==> src/rtl/bclm_pkg.sv <==
// Package for the battery charge level manager.
// Holds the field widths, register indexes, voltage thresholds and shared types.
// No dependencies; every other file in rtl/ uses it by scoped names.
package bclm_pkg;

   localparam int NUM_LEVELS = 20;
   localparam int LEVEL_W    = 5;
   localparam int ADC_W      = 12;
   localparam int MV_W       = 16;
   localparam int GAIN_W     = 16;
   localparam int OFFSET_W   = 8;
   localparam int CNT_W      = 16;
   localparam int GAIN_FRAC  = 12;
   localparam int CSR_IDX_W  = 3;
   localparam int CSR_DATA_W = 16;
   localparam int TABLE_LEN  = 20;

   // Register indexes of the configuration port.
   localparam logic [CSR_IDX_W-1:0] CSR_VOLT_GAIN       = 3'd0;
   localparam logic [CSR_IDX_W-1:0] CSR_OFFSET_ACTIVE   = 3'd1;
   localparam logic [CSR_IDX_W-1:0] CSR_OFFSET_IDLE     = 3'd2;
   localparam logic [CSR_IDX_W-1:0] CSR_MAX_CHARGE_TIME = 3'd3;
   localparam logic [CSR_IDX_W-1:0] CSR_FULL_TIME       = 3'd4;

   localparam logic [GAIN_W-1:0]   VOLT_GAIN_RST       = 16'd4096;
   localparam logic [OFFSET_W-1:0] OFFSET_ACTIVE_RST   = 8'd80;
   localparam logic [OFFSET_W-1:0] OFFSET_IDLE_RST     = 8'd130;
   localparam logic [CNT_W-1:0]    MAX_CHARGE_TIME_RST = 16'd900;
   localparam logic [CNT_W-1:0]    FULL_TIME_RST       = 16'd300;

   // Charge rule thresholds in millivolts.
   localparam logic [MV_W-1:0] MV_OVER_FULL  = 16'd4150;
   localparam logic [MV_W-1:0] MV_FAST_FILL  = 16'd4100;
   localparam logic [MV_W-1:0] MV_TOPPING    = 16'd4000;
   localparam logic [MV_W-1:0] MV_RESTART    = 16'd4020;
   localparam logic [MV_W-1:0] MV_DISCHARGED = 16'd3950;

   localparam logic [CNT_W-1:0] STEP_FAST = 16'd10;
   localparam logic [CNT_W-1:0] STEP_SLOW = 16'd1;

   localparam logic [MV_W-1:0] THRESH [TABLE_LEN] = '{
      16'd3350, 16'd3400, 16'd3500, 16'd3550, 16'd3600,
      16'd3650, 16'd3700, 16'd3720, 16'd3750, 16'd3800,
      16'd3820, 16'd3850, 16'd3880, 16'd3900, 16'd3930,
      16'd3950, 16'd3980, 16'd4000, 16'd4020, 16'd4080
   };

   typedef struct packed {
      logic [GAIN_W-1:0]   volt_gain;
      logic [OFFSET_W-1:0] offset_active;
      logic [OFFSET_W-1:0] offset_idle;
      logic [CNT_W-1:0]    max_charge_time;
      logic [CNT_W-1:0]    full_time;
   } cfg_type;

   typedef struct packed {
      logic             req_type;
      logic             usb_present;
      logic             ic_charging;
      logic [ADC_W-1:0] bat_adc;
   } item_type;

   typedef struct packed {
      logic               tick_phase;
      logic [LEVEL_W-1:0] level;
      logic [MV_W-1:0]    mv;
      logic [CNT_W-1:0]   charge_time;
      logic [CNT_W-1:0]   full_count;
      logic               off_flag;
      logic               enable;
   } state_type;

   function automatic logic [CNT_W-1:0] sat_add16(input logic [CNT_W-1:0] a,
                                                  input logic [CNT_W-1:0] b);
      logic [CNT_W:0] s;
      s = {1'b0, a} + {1'b0, b};
      return s[CNT_W] ? {CNT_W{1'b1}} : s[CNT_W-1:0];
   endfunction

endpackage

==> src/rtl/bclm_req_if.sv <==
// Request channel of the battery charge level manager: valid, ready and one tick.
// Depends on bclm_pkg for the sample width.
interface bclm_req_if;
   logic                      valid;
   logic                      ready;
   logic                      req_type;
   logic                      usb_present;
   logic                      ic_charging;
   logic [bclm_pkg::ADC_W-1:0] bat_adc;

   modport source(output valid, output req_type, output usb_present,
                  output ic_charging, output bat_adc, input ready);
   modport sink(input valid, input req_type, input usb_present,
                input ic_charging, input bat_adc, output ready);
endinterface

==> src/rtl/bclm_rsp_if.sv <==
// Result channel of the battery charge level manager: valid, ready and one status.
// Depends on bclm_pkg for the field widths.
interface bclm_rsp_if;
   logic                        valid;
   logic                        ready;
   logic [bclm_pkg::LEVEL_W-1:0] disp_level;
   logic [bclm_pkg::MV_W-1:0]    battery_mv;
   logic                        charge_enable;
   logic                        charge_stopped;
   logic                        animating;
   logic [bclm_pkg::CNT_W-1:0]   charge_ticks;
   logic [bclm_pkg::CNT_W-1:0]   full_ticks;

   modport source(output valid, output disp_level, output battery_mv,
                  output charge_enable, output charge_stopped, output animating,
                  output charge_ticks, output full_ticks, input ready);
   modport sink(input valid, input disp_level, input battery_mv,
                input charge_enable, input charge_stopped, input animating,
                input charge_ticks, input full_ticks, output ready);
endinterface

==> src/rtl/bclm_step.sv <==
// Next-state logic of the battery charge level manager for one tick.
// Depends on bclm_pkg for types, thresholds and the saturating add.
module bclm_step #(
   parameter int NUM_LEVELS = bclm_pkg::NUM_LEVELS
) (
   input  bclm_pkg::item_type  item,
   input  bclm_pkg::state_type cur,
   input  bclm_pkg::cfg_type   cfg,
   output bclm_pkg::state_type state_in,
   output logic                anim
);

   localparam int LW = bclm_pkg::LEVEL_W;
   localparam int CW = bclm_pkg::CNT_W;
   localparam logic [LW:0]   NumLv    = (LW+1)'(NUM_LEVELS);
   localparam logic [LW-1:0] TopLv    = LW'(NUM_LEVELS - 1);
   localparam logic [LW-1:0] LevelMax = {LW{1'b1}};

   localparam int ProdW = bclm_pkg::ADC_W + bclm_pkg::GAIN_W;

   logic [ProdW-1:0]                prod;
   logic [bclm_pkg::MV_W-1:0]       base_mv;
   logic [bclm_pkg::OFFSET_W-1:0]   offset;
   logic [bclm_pkg::MV_W-1:0]       mv;
   logic [LW-1:0]                   lvl;
   logic [CW-1:0]                   ct_fast;
   logic [CW-1:0]                   ct_slow;
   logic [CW-1:0]                   fc_next;
   logic [CW-1:0]                   ct_new;

   assign prod    = ProdW'(item.bat_adc) * ProdW'(cfg.volt_gain);
   assign base_mv = prod[ProdW-1:bclm_pkg::GAIN_FRAC];
   assign offset  = (item.ic_charging && !cur.off_flag) ? cfg.offset_active
                                                        : cfg.offset_idle;
   assign mv      = bclm_pkg::sat_add16(base_mv, CW'(offset));

   // Thresholds rise monotonically, so the last one reached gives the level.
   always_comb begin
      lvl = '0;
      for (int i = 0; i < bclm_pkg::TABLE_LEN; i++) begin
         if (i < NUM_LEVELS && mv >= bclm_pkg::THRESH[i]) begin
            lvl = LW'(i + 1);
         end
      end
   end

   assign ct_fast = bclm_pkg::sat_add16(cur.charge_time, bclm_pkg::STEP_FAST);
   assign ct_slow = bclm_pkg::sat_add16(cur.charge_time, bclm_pkg::STEP_SLOW);
   assign fc_next = bclm_pkg::sat_add16(cur.full_count,
                       (mv >= bclm_pkg::MV_FAST_FILL) ? bclm_pkg::STEP_FAST
                                                      : bclm_pkg::STEP_SLOW);

   always_comb begin
      state_in = cur;
      anim     = 1'b0;
      ct_new   = cur.charge_time;
      if (item.req_type) begin
         state_in.mv    = mv;
         state_in.level = lvl;
      end else if (!cur.tick_phase) begin
         state_in.tick_phase = 1'b1;
      end else begin
         state_in.tick_phase = 1'b0;
         if (item.usb_present) begin
            anim = 1'b1;
            if ({1'b0, cur.level} < NumLv && cur.level != LevelMax) begin
               state_in.level = cur.level + LW'(1);
            end else begin
               // At the top of the display: re-measure and apply the charge rules.
               state_in.mv    = mv;
               state_in.level = lvl;
               if ({1'b0, lvl} >= NumLv) begin
                  if (mv > bclm_pkg::MV_OVER_FULL) begin
                     if (cur.charge_time < cfg.max_charge_time) begin
                        state_in.charge_time = ct_fast;
                        if (ct_fast >= cfg.max_charge_time) begin
                           state_in.enable   = 1'b0;
                           state_in.off_flag = 1'b1;
                        end
                     end
                     state_in.full_count = cfg.full_time;
                  end else if (cur.full_count < cfg.full_time) begin
                     state_in.full_count = fc_next;
                     state_in.level      = TopLv;
                     state_in.enable     = 1'b1;
                  end
               end else if (mv > bclm_pkg::MV_TOPPING) begin
                  if (cur.charge_time < cfg.max_charge_time) begin
                     ct_new = ct_slow;
                     if (ct_slow == cfg.max_charge_time) begin
                        state_in.enable   = 1'b0;
                        state_in.off_flag = 1'b1;
                     end
                  end
                  state_in.charge_time = ct_new;
                  if (mv < bclm_pkg::MV_RESTART &&
                      (cur.full_count >= cfg.full_time ||
                       ct_new >= cfg.max_charge_time)) begin
                     state_in.enable      = 1'b1;
                     state_in.full_count  = '0;
                     state_in.charge_time = '0;
                     state_in.off_flag    = 1'b0;
                  end
               end else if (mv < bclm_pkg::MV_DISCHARGED) begin
                  state_in.charge_time = '0;
                  state_in.full_count  = '0;
               end
            end
         end
      end
   end

endmodule

==> src/rtl/battery_charge_level_manager.sv <==
// Top level of the battery charge level manager.
// Depends on bclm_pkg, bclm_req_if, bclm_rsp_if and bclm_step.
//
// The block takes one request per clock cycle while the result side takes every
// status and returns exactly one status per request, in order. A transferred request
// is held in an input register, processed in a single pass through the measurement,
// level lookup and charge-rule logic, and its status is registered in the result
// register once the result side is free to take it. That single pass (a 12 by 16
// bit multiply, a saturating add, the threshold compares and the rule muxing) also
// carries the state feedback from one request to the next. When the result side
// stalls, the input register still takes one more request. Configuration writes
// are taken at any edge with csr_we high and should only be issued while the block
// is idle.
module battery_charge_level_manager #(
   parameter int NUM_LEVELS = bclm_pkg::NUM_LEVELS
) (
   input  logic                              clock,
   input  logic                              reset,
   bclm_req_if.sink                          req_chan,
   bclm_rsp_if.source                        rsp_chan,
   input  logic                              csr_we,
   input  logic [bclm_pkg::CSR_IDX_W-1:0]    csr_index,
   input  logic [bclm_pkg::CSR_DATA_W-1:0]   csr_wdata
);

   bclm_pkg::cfg_type   cfg_ff;
   bclm_pkg::item_type  item_ff;
   bclm_pkg::state_type state_ff;
   bclm_pkg::state_type state_in;
   logic                in_valid_ff;
   logic                out_valid_ff;
   logic                anim_in;
   logic                anim_ff;
   logic                advance;

   assign advance        = in_valid_ff && (!out_valid_ff || rsp_chan.ready);
   assign req_chan.ready = !in_valid_ff || advance;

   always_ff @(posedge clock) begin
      if (reset) begin
         cfg_ff.volt_gain       <= bclm_pkg::VOLT_GAIN_RST;
         cfg_ff.offset_active   <= bclm_pkg::OFFSET_ACTIVE_RST;
         cfg_ff.offset_idle     <= bclm_pkg::OFFSET_IDLE_RST;
         cfg_ff.max_charge_time <= bclm_pkg::MAX_CHARGE_TIME_RST;
         cfg_ff.full_time       <= bclm_pkg::FULL_TIME_RST;
      end else if (csr_we) begin
         case (csr_index)
            bclm_pkg::CSR_VOLT_GAIN: begin
               cfg_ff.volt_gain <= csr_wdata[bclm_pkg::GAIN_W-1:0];
            end
            bclm_pkg::CSR_OFFSET_ACTIVE: begin
               cfg_ff.offset_active <= csr_wdata[bclm_pkg::OFFSET_W-1:0];
            end
            bclm_pkg::CSR_OFFSET_IDLE: begin
               cfg_ff.offset_idle <= csr_wdata[bclm_pkg::OFFSET_W-1:0];
            end
            bclm_pkg::CSR_MAX_CHARGE_TIME: begin
               cfg_ff.max_charge_time <= csr_wdata[bclm_pkg::CNT_W-1:0];
            end
            bclm_pkg::CSR_FULL_TIME: begin
               cfg_ff.full_time <= csr_wdata[bclm_pkg::CNT_W-1:0];
            end
            default: begin
            end
         endcase
      end
   end

   always_ff @(posedge clock) begin
      if (reset) begin
         in_valid_ff <= 1'b0;
      end else if (req_chan.ready) begin
         in_valid_ff <= req_chan.valid;
      end
   end

   always_ff @(posedge clock) begin
      if (req_chan.ready && req_chan.valid) begin
         item_ff.req_type    <= req_chan.req_type;
         item_ff.usb_present <= req_chan.usb_present;
         item_ff.ic_charging <= req_chan.ic_charging;
         item_ff.bat_adc     <= req_chan.bat_adc;
      end
   end

   bclm_step #(
      .NUM_LEVELS(NUM_LEVELS)
   ) u_step (
      .item     (item_ff),
      .cur      (state_ff),
      .cfg      (cfg_ff),
      .state_in (state_in),
      .anim     (anim_in)
   );

   always_ff @(posedge clock) begin
      if (reset) begin
         state_ff <= '0;
      end else if (advance) begin
         state_ff <= state_in;
      end
   end

   always_ff @(posedge clock) begin
      if (reset) begin
         out_valid_ff <= 1'b0;
      end else if (advance) begin
         out_valid_ff <= 1'b1;
      end else if (rsp_chan.ready) begin
         out_valid_ff <= 1'b0;
      end
   end

   always_ff @(posedge clock) begin
      if (advance) begin
         anim_ff <= anim_in;
      end
   end

   // The state registers always equal the fields of the last status produced.
   assign rsp_chan.valid          = out_valid_ff;
   assign rsp_chan.disp_level     = state_ff.level;
   assign rsp_chan.battery_mv     = state_ff.mv;
   assign rsp_chan.charge_enable  = state_ff.enable;
   assign rsp_chan.charge_stopped = state_ff.off_flag;
   assign rsp_chan.animating      = anim_ff;
   assign rsp_chan.charge_ticks   = state_ff.charge_time;
   assign rsp_chan.full_ticks     = state_ff.full_count;

   // The displayed level never passes the number of levels.
   a_level_bound : assert property (@(posedge clock) disable iff (reset)
      {1'b0, state_ff.level} <= (bclm_pkg::LEVEL_W+1)'(NUM_LEVELS))
      else $error("battery level beyond the top of the display");

   // A held request must not disturb the charge state.
   a_state_hold : assert property (@(posedge clock) disable iff (reset)
      !advance |=> $stable(state_ff))
      else $error("charge state changed without a processed request");

   // An animating status comes from the acting half of the tick pair.
   a_anim_phase : assert property (@(posedge clock) disable iff (reset)
      (advance && anim_in) |=> (!state_ff.tick_phase && anim_ff))
      else $error("animating status without the tick phase clearing");

   // Every transferred request is held until it is processed.
   a_req_held : assert property (@(posedge clock) disable iff (reset)
      (req_chan.valid && req_chan.ready) |=> in_valid_ff)
      else $error("transferred request was lost");

endmodule
==> src/flat_wrapper.sv <==
// flat-port wrapper written by rule: the top's interface ports become plain ports
module battery_charge_level_manager_flat 
#(
   parameter int NUM_LEVELS = bclm_pkg::NUM_LEVELS
)
  (clock, reset, csr_we, csr_index, csr_wdata, req_chan_valid, req_chan_req_type, req_chan_usb_present, req_chan_ic_charging, req_chan_bat_adc, req_chan_ready, rsp_chan_valid, rsp_chan_disp_level, rsp_chan_battery_mv, rsp_chan_charge_enable, rsp_chan_charge_stopped, rsp_chan_animating, rsp_chan_charge_ticks, rsp_chan_full_ticks, rsp_chan_ready);
  bclm_req_if req_chan_i ();
  bclm_rsp_if rsp_chan_i ();
  input  logic clock;
  input  logic reset;
  input  logic csr_we;
  input  logic [bclm_pkg::CSR_IDX_W-1:0] csr_index;
  input  logic [bclm_pkg::CSR_DATA_W-1:0] csr_wdata;
  input wire logic [$bits(req_chan_i.valid)-1:0] req_chan_valid;
  input wire logic [$bits(req_chan_i.req_type)-1:0] req_chan_req_type;
  input wire logic [$bits(req_chan_i.usb_present)-1:0] req_chan_usb_present;
  input wire logic [$bits(req_chan_i.ic_charging)-1:0] req_chan_ic_charging;
  input wire logic [$bits(req_chan_i.bat_adc)-1:0] req_chan_bat_adc;
  output wire logic [$bits(req_chan_i.ready)-1:0] req_chan_ready;
  output wire logic [$bits(rsp_chan_i.valid)-1:0] rsp_chan_valid;
  output wire logic [$bits(rsp_chan_i.disp_level)-1:0] rsp_chan_disp_level;
  output wire logic [$bits(rsp_chan_i.battery_mv)-1:0] rsp_chan_battery_mv;
  output wire logic [$bits(rsp_chan_i.charge_enable)-1:0] rsp_chan_charge_enable;
  output wire logic [$bits(rsp_chan_i.charge_stopped)-1:0] rsp_chan_charge_stopped;
  output wire logic [$bits(rsp_chan_i.animating)-1:0] rsp_chan_animating;
  output wire logic [$bits(rsp_chan_i.charge_ticks)-1:0] rsp_chan_charge_ticks;
  output wire logic [$bits(rsp_chan_i.full_ticks)-1:0] rsp_chan_full_ticks;
  input wire logic [$bits(rsp_chan_i.ready)-1:0] rsp_chan_ready;
  assign req_chan_i.valid = req_chan_valid;
  assign req_chan_i.req_type = req_chan_req_type;
  assign req_chan_i.usb_present = req_chan_usb_present;
  assign req_chan_i.ic_charging = req_chan_ic_charging;
  assign req_chan_i.bat_adc = req_chan_bat_adc;
  assign req_chan_ready = req_chan_i.ready;
  assign rsp_chan_valid = rsp_chan_i.valid;
  assign rsp_chan_disp_level = rsp_chan_i.disp_level;
  assign rsp_chan_battery_mv = rsp_chan_i.battery_mv;
  assign rsp_chan_charge_enable = rsp_chan_i.charge_enable;
  assign rsp_chan_charge_stopped = rsp_chan_i.charge_stopped;
  assign rsp_chan_animating = rsp_chan_i.animating;
  assign rsp_chan_charge_ticks = rsp_chan_i.charge_ticks;
  assign rsp_chan_full_ticks = rsp_chan_i.full_ticks;
  assign rsp_chan_i.ready = rsp_chan_ready;
  battery_charge_level_manager #(.NUM_LEVELS(NUM_LEVELS)) u_core (.clock(clock), .reset(reset), .req_chan(req_chan_i), .rsp_chan(rsp_chan_i), .csr_we(csr_we), .csr_index(csr_index), .csr_wdata(csr_wdata));
endmodule
==> config.mk <==
export PLATFORM = sky130hd
export DESIGN_NAME = battery_charge_level_manager_flat
export DESIGN_NICKNAME = d
export VERILOG_FILES = /design/src/rtl/bclm_pkg.sv /design/src/rtl/bclm_req_if.sv /design/src/rtl/bclm_rsp_if.sv /design/src/rtl/bclm_step.sv /design/src/rtl/battery_charge_level_manager.sv /design/src/flat_wrapper.sv
export SDC_FILE = /design/constraint.sdc
export NUM_CORES = 1
export LEC_CHECK = 0
export ABC_AREA = 1
export BUFFER_PORTS_ARGS = -buffer_cell sky130_fd_sc_hd__buf_2
export CORE_UTILIZATION = 45
export CTS_CLUSTER_SIZE = 30
export DETAILED_ROUTE_END_ITERATION = 12
export GPL_TIMING_DRIVEN = 0
export MAX_ROUTING_LAYER = met4
export PLACE_DENSITY_LB_ADDON = 0.05
export SLEW_MARGIN = 20
export SYNTH_ARGS = -nofsm -noshare
export SYNTH_HDL_FRONTEND = slang
export SYNTH_SLANG_ARGS = --single-unit
==> constraint.sdc <==
create_clock -name clock -period 27.7 [get_ports clock]
set_input_delay 2.77 -clock clock [delete_from_list [all_inputs] [get_ports clock]]
set_output_delay 2.77 -clock clock [all_outputs]
set_load 0.05 [all_outputs]
== Word-level counts from Yosys, hierarchy flattened ==
Index checks and enable logic that the tools add are counted.

* Add/sub/neg operators: 5
* Multiply operators: 1
* Order comparisons: 32
* Eq/ne operators: 14
* Muxes and demuxes: 61
* Bitwise logic cells: 3
* Reduce and logical (&&, ||, !) cells: 33

{| class="wikitable"
|+ Operators by type and width
! cell !! number
|-
| >= comparator 16 x 12 -> 1 bit (second input constant) || 20
|-
| 2-to-1 mux 16 bit || 15
|-
| 2-to-1 mux 5 bit || 23
|-
| 2-to-1 mux 55 bit || 2
|-
| 2-to-1 mux 34 bit || 2
|-
| 2-to-1 mux 32 bit || 2
|-
| 2-to-1 mux 50 bit || 1
|-
| >= comparator 16 bit || 3
|-
| < comparator 16 x 12 -> 1 bit (second input constant) || 2
|-
| < comparator 16 bit || 2
|-
| multiplier 12 x 16 -> 28 bit || 1
|-
| AND reduction 11 bit || 2
|-
| 2-to-1 mux 21 bit || 1
|-
| adder 16 x 1 -> 17 bit (second input constant) || 1
|-
| adder 16 x 4 -> 17 bit || 1
|-
| adder 16 x 4 -> 17 bit (second input constant) || 1
|-
| adder 16 x 8 -> 17 bit || 1
|-
| == test 16 bit || 1
|-
| >= comparator 16 x 13 -> 1 bit (second input constant) || 1
|-
| > comparator 16 x 12 -> 1 bit (second input constant) || 1
|-
| > comparator 16 x 13 -> 1 bit (second input constant) || 1
|-
| AND reduction 8 bit || 2
|-
| AND reduction 2 bit || 6
|-
| 2-to-1 mux 2 bit || 5
|-
| 23 further kinds || 52
|}

* Flip-flop bits (word level): 138
* Input port bits: 39
* Output and inout port bits: 58
* Logic and storage cells: 168

== Depth between registers and ports, before layout ==
* Depth in word-level cells: 42
* Mapped depth: 60
* Mapped depth without buffers: 59

== By module ==
A second synthesis with hierarchy kept.

* Cell total of the unflattened synthesis: 2755
* Area, all modules: 18301.3 µm²

{| class="wikitable"
|+ Modules (own cells, without submodules)
! module !! times used !! cells each !! area each (µm²) !! seq. area each (µm²)
|-
| bclm_step || 1 || 2002 || 12482.0 || 0.0
|-
| battery_charge_level_manager || 1 || 753 || 5819.3 || 2922.8
|}

== Worst setup path after synthesis ==
OpenSTA, ideal clock, no wires.

* Path kind: flip-flop to flip-flop
* Start: reg u_core.item_ff[11] (netlist bit)
* End: reg u_core.state_ff, in the netlist u_core.rsp_chan.full_ticks[14]
* Library setup time: 122 ps
* Data arrival time: 8769 ps
* Required time: 27578 ps
* Slack: 18810 ps
* Stages on the path, launching flop included: 49
* Buffers on the path: 4
* Period minus slack after synthesis: 8890 ps
* Cell sequence: edfxtp_1 -> clkbuf_1 -> clkbuf_1 -> nand2_1 -> fa_1 -> fa_1 -> inv_1 -> fa_1 -> fa_1 -> inv_1 -> fa_1 -> inv_1 -> ha_1 -> nand2_1 -> inv_1 -> a21oi_1 -> nand2_1 -> a21oi_1 -> [13 not listed] -> nand3_1 -> nor2_1 -> o21ai_0 -> nand2_1 -> inv_1 -> ha_1 -> fa_1 -> nand3_1 -> nand2_1 -> nand2_1 -> nor2_1 -> nand2_1 -> nor3_1 -> nand3_1 -> nor3_1 -> mux2_2 -> a22oi_1 -> a21oi_1

* Cells in the longest elaborated chain, start to end: 27
* Elaborated cells on any way between the ends: 61
* Classes of those cells: add/sub (2); mul (1); order compare (26); eq/ne (2); mux (27); reduce/logical (3)

{| class="wikitable"
|+ Ends and longest elaborated chain
! what !! RTL line !! source
|-
| start: declaration || battery_charge_level_manager.sv:27 || <nowiki>bclm_pkg::item_type item_ff;</nowiki>
|-
| multiplier 12 x 16 -> 28 bit * || bclm_step.sv:31 || <nowiki>assign prod = ProdW'(item.bat_adc) * ProdW'(cfg.volt_gain);</nowiki>
|-
| adder 16 x 8 -> 17 bit * || bclm_pkg.sv:76 || <nowiki>s = {1'b0, a} + {1'b0, b};</nowiki>
|-
| 2-to-1 mux 16 bit * || bclm_pkg.sv:77 || <nowiki>return s[CNT_W] ? {CNT_W{1'b1}} : s[CNT_W-1:0];</nowiki>
|-
| >= comparator 16 x 12 -> 1 bit || bclm_step.sv:41 || <nowiki>if (i < NUM_LEVELS && mv >= bclm_pkg::THRESH[i]) begin</nowiki>
|-
| 2-to-1 mux 1 bit || bclm_step.sv:41 ||
|-
| 2-to-1 mux 5 bit (19 in series) || bclm_step.sv:41 ||
|-
| >= comparator 5 bit || bclm_step.sv:72 || <nowiki>if ({1'b0, lvl} >= NumLv) begin</nowiki>
|-
| != test 3 x 2 -> 1 bit (no source line), or another cell as far along || -- ||
|-
| AND reduction 8 bit (no source line) || -- ||
|-
| end signal: assignment || battery_charge_level_manager.sv:100 || <nowiki>state_ff <= state_in;</nowiki>
|-
| end: declaration || battery_charge_level_manager.sv:28 || <nowiki>bclm_pkg::state_type state_ff;</nowiki>
|}

Mark *: on every way between the ends. The rest lies on a longest branch, timed or not. The select of a mux whose other input is x is not followed.
A chain may end at the register's enable or synchronous reset.

== Final worst setup path ==
* Start: reg u_core.item_ff[8] (netlist bit)
* End: reg u_core.state_ff, in the netlist u_core.rsp_chan.full_ticks[14]

The elaborated chain is that of the path after synthesis.

==> results.py <==
metrics = {
    "status": {
        "outcome": "finished clean",
    },
    "min_path": {
        "min_to": "u_core.cfg_ff[39]",
        "hold_depth": 2,
        "min_path_type": "reg -> reg",
        "min_from": "u_core.cfg_ff[39]",
    },
    "timing": {
        "slew_violations": 0,
        "finalHoldViolations": 0,
        "rsz0062_at_grt": "no",
        "fmax_mhz": 93.17,
        "min_period_over_period": 0.3875,
        "finClkSkew_ns": 0.01623,
        "tightestPinTransition_ns": 0.9501,
        "setup_viol": 0,
        "fin_setup_tns_ns": 0,
        "min_period_ns": 10.73,
        "slew-limit-headroom": 0.3617,
    },
    "clock_network": {
        "root_buffer": "clkbuf_16",
        "path_clk_slew_ns": 0.07,
        "cts_tree": "done",
        "cts_buffer_depth": 2,
        "cts_sinks": 138,
        "ctsHoldBuffers": 0,
        "post_cts_buffers": 0,
        "ctsResizeCount": 0,
        "clock_insertion_delay_worst_skew_ns": 0.44,
        "htreeDepth": 4,
        "cts_buffers": 17,
    },
    "critical_path": {
        "cp.required_ns": 28.03,
        "critical_path_class": "reg -> reg",
        "critPathMaxStageDelay_ns": 0.59,
        "r2r_slack_ns": 16.97,
        "crit_fanout": 10,
        "crit_slowest_cell": "fa_1",
        "r2r-end": "u_core.rsp_chan.full_ticks[14]",
        "crit-reg2reg-launch": "u_core.item_ff[8]",
        "critPathLaunch": "u_core.item_ff[8]",
        "cp.arrival_ns": 11.06,
        "crit_path_end_kind": "flip-flop",
        "worst_setup_path_start_kind": "flip-flop",
        "reg2reg_depth": 48,
    },
    "synth": {
        "synth_top_flop_cell": "dfxtp_1",
        "synth.area.top_cells": "fa_1 (17%), dfxtp_1 (15%), nand2_1 (11%)",
        "synth_compound_area_frac": 0.1509,
        "ys_seq_area_frac": 0.1765,
        "syn_avg_cell_area_um2": 7.045,
        "synth_area_um2": 16560,
        "synth_xor_area_frac": 0.01745,
        "syn_nets": 2672,
        "yosysMostFrequentCell": "nand2_1",
        "synth.distinct_cells": 58,
        "yosysWarningCount": 0,
        "yosys.area.top_type": "fa_1",
        "synth_top_area_frac": 0.1704,
        "synth_edf_count": 16,
        "synth-seq-cells": 138,
        "netlist_instances": 2351,
        "muxShareOfSynthArea": 0.005439,
        "synth-async-reset-ratio": 0,
        "synth_top_family_by_area": "adder cells",
        "synth_adder_area_share": 0.2769,
        "ys_top_cells_by_count": "nand2_1 (505), inv_1 (459), nor2_1 (169)",
        "synth_simple_gate_area_share": 0.2196,
    },
    "floorplanning": {
        "rows": 69,
        "core_area_um2": 35910,
        "dieHeight_um": 193.9,
        "initial_core_util": 0.4612,
        "dieArea_um2": 37580,
        "dieWidth_um": 193.9,
        "ios": 97,
    },
    "finish": {
        "final_layout_size_suffix_gt1_frac": 0.1154,
        "syn2layout_area_growth_pct": 9.858,
        "nets": 2787,
        "stdcell_count": 2940,
        "num_antenna_cells": 0,
        "design_area_um2": 18200,
    },
    "pwr": {
        "power_switching_mw": 0.4331,
        "p_sw_frac": 0.4776,
        "irDropWorstVdd_uv": 39.20,
        "p_per_area_nw_per_um2": 49.83,
        "power_frac_seq": 0.235,
        "p_total_mw": 0.9067,
        "power.leakage_nw": 9.612,
        "clockPowerShare": 0.252,
        "p_comb_frac": 0.513,
        "p_int_mw": 0.4736,
    },
    "route": {
        "ant_nets": 0,
        "drc": 0,
        "wire_per_inst_um": 16.98,
        "dr.pass1.iters": 5,
        "drt_wl_total_mm": 49.93,
        "vias": 15301,
        "via_per_inst": 5.204,
        "drt_iter0_markers": 802,
    },
    "global_routing": {
        "grt_max_degree": 17,
        "grt_pass1_vias": 15408,
        "grt_overflow_total": 0,
        "track_usage": 0.2860,
        "grt_pass1_wl_mm": 82.51,
        "antenna_found_initial": 0,
    },
    "placed_design": {
        "dp.final_hpwl_mm": 41.68,
        "port_buffers": 96,
        "gp_congestion": 0.9299,
        "place_area_um2": 17630,
        "dp_cells": 2908,
    },
    "flow_run": {
        "maxCapViolCount": 0,
    },
}
## through the flow
| stage | utilization | setup slack, ns | hold WS (ns) |
|---|---|---|---|
| 6_report | 0.5067 | 16.97 | 0.4588 |
| 5_1_grt | 0.5067 | 15.90 | 0.4979 |
| 4_1_cts | 0.5067 | 16.94 | 0.4615 |
| 3_5_place_dp | 0.4908 | 16.99 | 0.4459 |
| 3_3_place_gp | 0.4906 | 17.04 | 0.4393 |
| 2_1_floorplan | - | 18.81 | 0.4233 |
## critical path, delay by kind of cell, from the launching register on
family          cells  cell delay [ns]
compound gates      8             1.46
fa+ha+maj           9             3.79
xor+xnor            1             0.26
flops               1             0.32
mux                 1             0.36
buf+inv            11             1.64
simple gates       18             2.78
## placed cells by master (no fill, tap or decap), types with 20 or more instances in the layout
master / n
nand2_1: 505
inv_1: 459
nor2_1: 169
a21oi_1: 148
fa_1: 141
ha_1: 141
o21ai_0: 130
dfxtp_1: 122
buf_2: 101
nand3_1: 66
clkbuf_1: 61
buf_4: 58
xor2_1: 25
nor3_1: 24
o211ai_1: 22
nand4_1: 22
nand2_2: 22
o21ai_1: 22
a211oi_1: 20
## layout make-up
class / instances / area [um2]
tap: 461 / 576.8
buffer: 133 / 753.2
multi-input combinational: 1605 / 11110
inverter: 475 / 1785
fill: 3699 / 17720
sequential: 138 / 2923
clock buffer: 21 / 460.4
clock inverter: 11 / 110.1
timing repair buffer: 96 / 480.5
## registers in the layout, indices dropped and copies added, names as in the netlist
signal and cells:
u_core.rsp_chan.charge_stopped 1, u_core.rsp_chan.charge_enable 1, u_core.rsp_chan.animating 1, u_core.in_valid_ff 1
u_core.rsp_chan.battery_mv 16, u_core.rsp_chan.charge_ticks 16, u_core.rsp_chan.valid 1, u_core.cfg_ff 64
u_core.state_ff 1, u_core.item_ff 15, u_core.rsp_chan.disp_level 5, u_core.rsp_chan.full_ticks 16
## power groups by stage
stage | combinational [mW] | clock [mW] | sequential, mW
after floorplan | 0.327 | 0 | 0.217
after global placement | 0.462 | 0 | 0.217
after detailed placement | 0.459 | 0 | 0.218
after CTS | 0.462 | 0.232 | 0.213
after global routing | 0.521 | 0.241 | 0.214
final | 0.465 | 0.228 | 0.213
## kinds of logic (layout without fill, tap and decap cells)
kind of cell    Yosys count  in the layout
xor+xnor                 33             33
simple gates            855            855
mux                       8              8
fa+ha+maj               282            282
compound gates          427            427
buf+inv                 608            736
flops                   138            138
## layer usage
metal / global-route usage / wire, um
met1: 0.3763 / 23040
met2: 0.4676 / 23570
met3: 0.03635 / 2313
met4: 0.06761 / 1009
met5: - / 0
## worst max-delay path by stage
stage / depth (start not counted) / slack [ns] / endpoint
floorplan: 48 / 18.81 / u_core.rsp_chan.full_ticks[14]
global placement: 48 / 17.04 / u_core.rsp_chan.full_ticks[14]
detailed placement: 48 / 16.99 / u_core.rsp_chan.full_ticks[14]
CTS: 48 / 16.94 / u_core.rsp_chan.full_ticks[14]
global route: 48 / 15.90 / u_core.rsp_chan.full_ticks[14]
finish: 48 / 16.97 / u_core.rsp_chan.full_ticks[14]
Note: power is estimated with default switching activity, not from simulation.
